$ cat src/design/c1d_pkg.sv
// Shared constants, opcodes and controller/datapath interface types for the conv1d layer.
`default_nettype none

package c1d_pkg;

	localparam int DATA_W      = 16;
	localparam int FIDX_W      = 5;
	localparam int TIDX_W      = 3;
	localparam int POS_W       = 10;
	localparam int ACT_W       = 15;
	localparam int FRAC_W      = 5;
	localparam int APB_DATA_W  = 32;
	localparam int APB_ADDR_W  = 3;

	localparam int DEF_NUM_FILTERS = 32;
	localparam int DEF_NUM_TAPS    = 5;
	localparam int DEF_MAX_LENGTH  = 1024;

	localparam logic [FRAC_W-1:0] FRAC_RESET = 5'd8;

	// register word index (byte address / 4)
	localparam logic [0:0] REG_FRAC_SHIFT = 1'b0;

	localparam logic [1:0] OP_WEIGHT = 2'd0;
	localparam logic [1:0] OP_BIAS   = 2'd1;
	localparam logic [1:0] OP_SAMPLE = 2'd2;
	localparam logic [1:0] OP_END    = 2'd3;

	typedef struct packed {
		logic wr_weight;
		logic wr_bias;
		logic take_sample;
		logic end_first;
		logic end_next;
		logic clear;
		logic issue;
		logic issue_last;
	} cmd_t;

	typedef struct packed {
		logic cnt_full;
		logic cnt_ge_pad;
		logic cnt_zero;
		logic end_last;
		logic s1_busy;
		logic adv;
	} sts_t;

endpackage

`default_nettype wire

$ cat src/design/c1d_ctrl.sv
// Controller: request decode, filter issue sequencing and end-of-sequence stepping.
`default_nettype none

module c1d_ctrl #(
	parameter int NUM_FILTERS = c1d_pkg::DEF_NUM_FILTERS,
	localparam int FW = (NUM_FILTERS > 1) ? $clog2(NUM_FILTERS) : 1
) (
	input  wire                   clk,
	input  wire                   arst_n,
	input  wire                   in_valid,
	output logic                  in_ready,
	input  wire  [1:0]            opcode,
	output c1d_pkg::cmd_t         cmd,
	input  c1d_pkg::sts_t         sts,
	output logic [FW-1:0]         issue_filter
);

	localparam logic [1:0] S_IDLE  = 2'd0;
	localparam logic [1:0] S_ISSUE = 2'd1;
	localparam logic [1:0] S_DRAIN = 2'd2;

	localparam logic [FW-1:0] F_LAST = FW'(NUM_FILTERS - 1);

	logic [1:0]    state_q;
	logic [1:0]    state_n;
	logic [FW-1:0] f_q;
	logic [FW-1:0] f_n;
	logic          end_q;
	logic          end_n;

	assign in_ready     = state_q == S_IDLE;
	assign issue_filter = f_q;

	always_comb begin
		cmd     = '0;
		state_n = state_q;
		f_n     = f_q;
		end_n   = end_q;
		unique case (state_q)
			S_IDLE: begin
				if (in_valid) begin
					unique case (opcode)
						c1d_pkg::OP_WEIGHT: cmd.wr_weight = 1'b1;
						c1d_pkg::OP_BIAS:   cmd.wr_bias = 1'b1;
						c1d_pkg::OP_SAMPLE: begin
							if (!sts.cnt_full) begin
								cmd.take_sample = 1'b1;
								if (sts.cnt_ge_pad) begin
									end_n   = 1'b0;
									state_n = S_ISSUE;
								end
							end
						end
						c1d_pkg::OP_END: begin
							if (sts.cnt_zero) begin
								cmd.clear = 1'b1;
							end else begin
								cmd.end_first = 1'b1;
								end_n         = 1'b1;
								state_n       = S_ISSUE;
							end
						end
						default: ;
					endcase
				end
			end
			S_ISSUE: begin
				cmd.issue      = sts.adv;
				cmd.issue_last = sts.adv && (f_q == F_LAST) && (!end_q || sts.end_last);
				if (sts.adv) begin
					if (f_q == F_LAST) begin
						f_n     = '0;
						state_n = S_DRAIN;
					end else begin
						f_n = f_q + 1'b1;
					end
				end
			end
			S_DRAIN: begin
				// taps register is free once the last filter left stage one
				if (!sts.s1_busy) begin
					if (end_q && !sts.end_last) begin
						cmd.end_next = 1'b1;
						state_n      = S_ISSUE;
					end else begin
						cmd.clear = end_q;
						state_n   = S_IDLE;
					end
				end
			end
			default: state_n = S_IDLE;
		endcase
	end

	always_ff @(posedge clk or negedge arst_n) begin
		if (!arst_n) begin
			state_q <= S_IDLE;
			f_q     <= '0;
			end_q   <= 1'b0;
		end else begin
			state_q <= state_n;
			f_q     <= f_n;
			end_q   <= end_n;
		end
	end

	a_issue_only_on_adv: assert property (@(posedge clk) disable iff (!arst_n)
		cmd.issue |-> sts.adv)
		else $error("filter issued while pipeline stalled");

	a_last_filter_drains: assert property (@(posedge clk) disable iff (!arst_n)
		(state_q == S_ISSUE && sts.adv && f_q == F_LAST) |=>
		(state_q == S_DRAIN && f_q == '0))
		else $error("last filter issue did not enter drain");

	a_step_taps_free: assert property (@(posedge clk) disable iff (!arst_n)
		(cmd.end_next || cmd.end_first || cmd.take_sample) |-> !sts.s1_busy)
		else $error("taps reloaded while stage one still uses them");

	a_idle_filter_zero: assert property (@(posedge clk) disable iff (!arst_n)
		(state_q == S_IDLE) |-> (f_q == '0))
		else $error("filter counter not reset between requests");

	a_last_marks_end: assert property (@(posedge clk) disable iff (!arst_n)
		cmd.issue_last |-> (cmd.issue && f_q == F_LAST))
		else $error("last flag on a filter that is not the final one");

endmodule

`default_nettype wire

$ cat config.mk
export PLATFORM = sky130hd
export DESIGN_NAME = c1d_ctrl
export DESIGN_NICKNAME = d
export VERILOG_FILES = /design/src/design/c1d_pkg.sv /design/src/design/c1d_ctrl.sv
export SDC_FILE = /design/constraint.sdc
export NUM_CORES = 1
export LEC_CHECK = 0
export BUFFER_PORTS_ARGS = -buffer_cell sky130_fd_sc_hd__buf_2
export CORE_AREA = 2 2 39 41
export DETAILED_ROUTE_END_ITERATION = 7
export DIE_AREA = 0 0 41 43
export GPL_TIMING_DRIVEN = 0
export PLACE_DENSITY = 0.76
export REMOVE_ABC_BUFFERS = 1
export SYNTH_ARGS = -nofsm -noshare
export SYNTH_HDL_FRONTEND = slang
export SYNTH_SLANG_ARGS = --single-unit
$ cat constraint.sdc
create_clock -name clk -period 3.3 [get_ports clk]
set_input_delay 0.66 -clock clk [delete_from_list [all_inputs] [get_ports clk]]
set_output_delay 0.66 -clock clk [all_outputs]
set_load 0.01 [all_outputs]
; ---- Word-level counts from Yosys, hierarchy flattened
; Index checks and enable logic that the tools add are counted.
[totals]
elab_cells = 65
latchBits = 0
romBits = 0
ram_bits = 0
register_bits = 8
n_memories = 0
inputBits = 11
output_inout_bits = 14
[op_classes]
multipliers = 0
n_shift = 0
bitwise_logic = 0
n_addsub = 1
eq_ne = 17
n_mux = 32
n_lt_le_gt_ge = 0
n_reduce_logical = 12
n_div = 0
[ops]
columns = operator, n
row1 = 2-bit two-way mux, 9
row2 = 1-bit two-way mux, 16
row3 = "2-bit inequality test, second input constant", 7
row4 = "3-bit inequality test, second input constant", 3
row5 = 4-bit two-way mux, 2
row6 = 8-bit AND reduction, 1
row7 = "2-bit == test, second input constant", 3
row8 = 2-bit case mux with 3 select lines, 1
row9 = 6-bit AND reduction, 1
row10 = "5-bit by 1-bit adder with 5-bit output, second input constant", 1
row11 = "5-bit == test, second input constant", 1
row12 = 5-bit two-way mux, 1
row13 = "2-bit by 1-bit == test with 1-bit output, second input constant", 2
row14 = 2-bit logical NOT, 2
row15 = 1-bit case mux with 2 select lines, 2
row16 = 2-bit case mux with 2 select lines, 1
row17 = 1-bit logical AND, 3
row18 = "3-bit by 1-bit inequality test with 1-bit output, second input constant", 1
row19 = 1-bit logical NOT, 2
row20 = 2-bit AND reduction, 1
row21 = 2-bit nonzero test, 1
row22 = 1-bit logical OR, 1

; ---- Longest topological paths before layout
[logic_depth]
depth_word = 5
ltp_mapped = 6
mapped_depth_nobuf = 6

; ---- Worst setup path before layout
; OpenSTA, ideal clock, no wires.
[synth_timing]
path_kind = register to output
start = reg f_q[0], in the netlist issue_filter[0]
end = out cmd[0] (netlist name)
slack_ps = 1402
t_required_ps = 2640
n_path_buf = 0
arrival_ps = 1238
path_stages_with_launch = 5
path_cell_list = dfrtp_1 ha_1 and3_1 ha_1 and3_1
[synth_rtl]
columns = element, line
row1 = start: declaration, c1d_ctrl.sv:26  ; logic [FW-1:0] f_q;
row2 = start signal: assignment, c1d_ctrl.sv:102  ; f_q <= f_n;
row3 = end: declaration, c1d_ctrl.sv:13  ; output c1d_pkg::cmd_t cmd,

==> flow_metrics.py <==
metrics = {
    "synthesis": {
        "synth_top_area_frac": 0.368,
        "yosysMostFrequentCell": "dfrtp_1",
        "yosys-top-cells-area": "dfrtp_1 (37%), ha_1 (6.9%), mux2_2 (4.1%)",
        "syn_area_per_cell_um2": 9.22,
        "ys_seq_elements": 8,
        "async_flop_share": 1.00,
        "synth_top_cell_by_area": "dfrtp_1",
        "yosysWarnings": 0,
        "netlist_top_cells_count": "dfrtp_1 (8), nand2_1 (5), nor2_1 (5)",
        "syn_inst": 59,
        "synth.cell_area_um2": 544,
        "synth.distinct_cells": 27,
        "synth-main-ff-cell": "dfrtp_1",
        "synth_edf_count": 0,
        "ys_seq_area_frac": 0.368,
    },
    "die": {
        "coreArea_um2": 1380,
        "initial_core_util": 0.393,
        "die_x_um": 41,
        "fp.dieH_um": 43,
        "fp-row-count": 14,
        "ios": 25,
        "dieArea_um2": 1760,
    },
    "power": {
        "power.leakage_nw": 0.357,
        "vdd_ir_drop_max_uv": 280,
        "p_per_area_nw_per_um2": 624,
    },
    "worst_hold_path": {
        "min_path_type": "in -> async",
    },
    "place": {
        "portBuffers": 24,
        "place_congestion": 0.727,
        "dp_hpwl_um": 879,
    },
    "grt": {
        "first_global_vias": 444,
        "grtUsageTotal": 0.146,
        "grt_max_degree": 11,
        "grt_pass1_wl_um": 1710,
        "overflow": 0,
        "antenna_found_initial": 0,
    },
    "detailed_routing": {
        "wirelength_um": 1110,
        "firstDrtPassIters": 4,
        "drc_errors": 0,
        "ant_nets": 0,
        "vias": 526,
        "vias_per_cell": 5.26,
        "drtIter0Drc": 3,
        "post_drt_wl_per_cell_um": 11.1,
    },
    "worst_setup_path": {
        "crit_required_ns": 2.64,
        "ff2ff_path_depth": 5,
        "crit_fanout": 6,
        "r2r_end": "issue_filter[2]",
        "startpoint_type": "flip-flop",
        "cp.arrival_ns": 1.63,
        "path_class": "reg -> out",
        "r2r_start": "issue_filter[0]",
        "cp-end-kind": "primary output",
        "rrSetupSlack_ns": 1.55,
    },
    "clock_network": {
        "cts_setup_buffers": 0,
        "cts_resized": 0,
        "clock-sinks": 8,
        "cts_tree": "done",
        "path_clk_slew_ns": 0.06,
        "clk_latency_ns": 0.25,
        "cts_buffer_depth": 2,
        "hold_buffers": 0,
        "cts_buffers": 3,
        "cts_root_buffer": "clkbuf_4",
        "h-tree-depth": 1,
    },
    "final_layout": {
        "layout.nets": 100,
        "drive_gt1_frac": 0.369,
        "fillers": 146,
        "antenna_cells": 0,
        "syn_to_final_growth_pct": 26.9,
    },
    "sta": {
        "tightest_slew_ns": 0.462,
        "period_minus_slack_ns": 2.29,
        "slew_violations": 0,
        "holdWs_ns": 0.244,
        "final_hold_viol_count": 0,
        "finalSetupTns_ns": 0,
        "finalClockSkew_ns": 0.00200,
        "slew_headroom": 0.684,
        "post-route-period-util": 0.695,
        "rsz0062_at_grt": "false",
        "setup_viol_count_final": 0,
        "max_freq_mhz": 436,
    },
    "flow_run": {
        "drv_cap": 0,
    },
    "outcome": {
        "status": "complete, no violations",
    },
}
critical path, cell delays in order, from the launching register on:
cell	delay, ns
dfrtp_1	0.42
ha_1	0.25
and3_1	0.20
ha_1	0.22
and3_1	0.15
buf_2	0.13
final cells by class:
type                    instances  area, um^2  area share
well taps                      16        20.0      0.0290
repair buffers                 24         120       0.174
clock buffers                   3        22.5      0.0326
inverters                       4        15.0      0.0217
flip-flops and latches          8         200       0.290
multi-input cells              45         313       0.453
per-layer routing:
metal | vias to the layer above | part of all wire | GRT usage
li1 | 269 | - | -
met1 | 235 | 0.47 | 0.157
met2 | 20 | 0.45 | 0.228
met3 | 2 | 0.070 | 0.0471
met4 | 0 | 0.0054 | 0.100
met5 | - | 0 | 0
placed cells by master (no fill, tap or decap), types with 2 or more instances in the layout:
cell,instances
inv_1,4
nor3b_1,3
nand2_1,5
nor2_1,5
a21oi_1,3
o21ai_0,4
mux2_2,2
buf_2,24
clkbuf_4,3
nand3_1,2
and3_1,2
o41ai_1,2
ha_1,3
dfrtp_1,8
nor3_1,2
where the power goes:
group | total (mW) | switching, mW | internal, mW | leakage, nW
logic | 0.173 | 0.0852 | 0.0877 | 0.244
clock network | 0.0749 | 0.0333 | 0.0416 | 0.0138
registers | 0.183 | 0.0477 | 0.135 | 0.0991
total | 0.431 | 0.166 | 0.264 | 0.357
worst max path at each step:
| stage | startpoint | to | slack (ns) | cells after the start |
|---|---|---|---|---|
| after floorplan | issue_filter[0] | cmd[0] | 1.40 | 4 |
| after global placement | opcode[1] | cmd[2] | 1.25 | 5 |
| after detailed placement | opcode[1] | cmd[2] | 1.25 | 5 |
| after CTS | issue_filter[0] | cmd[0] | 0.98 | 5 |
| after global routing | issue_filter[0] | cmd[0] | 0.91 | 5 |
| final | issue_filter[0] | cmd[0] | 1.01 | 5 |
stage by stage:
step / cell area (um^2) / util / cells / power [mW] / setup slack (ns)
2_1_floorplan: 528 / - / 57 / 0.289 / 1.40
3_3_place_gp: 668 / 0.483 / 97 / 0.355 / 1.25
3_5_place_dp: 668 / 0.483 / 97 / 0.362 / 1.25
4_1_cts: 691 / 0.499 / 100 / 0.439 / 0.980
5_1_grt: 691 / 0.499 / 100 / 0.475 / 0.914
6_report: 691 / 0.499 / 100 / 0.431 / 1.01
flip-flops by register name (all words and copies together) (netlist names):
signal        cells
end_q             1
state_q           2
issue_filter      5
cell families (layout without fill, tap and decap cells):
family,Yosys count,after routing,share of synthesized area
compound gates,13,13,0.152
fa+ha+maj,3,3,0.0690
mux,2,2,0.0414
simple gates,27,27,0.313
flops,8,8,0.368
buf+inv,6,31,0.0575
(Power assumes the default switching activity.)
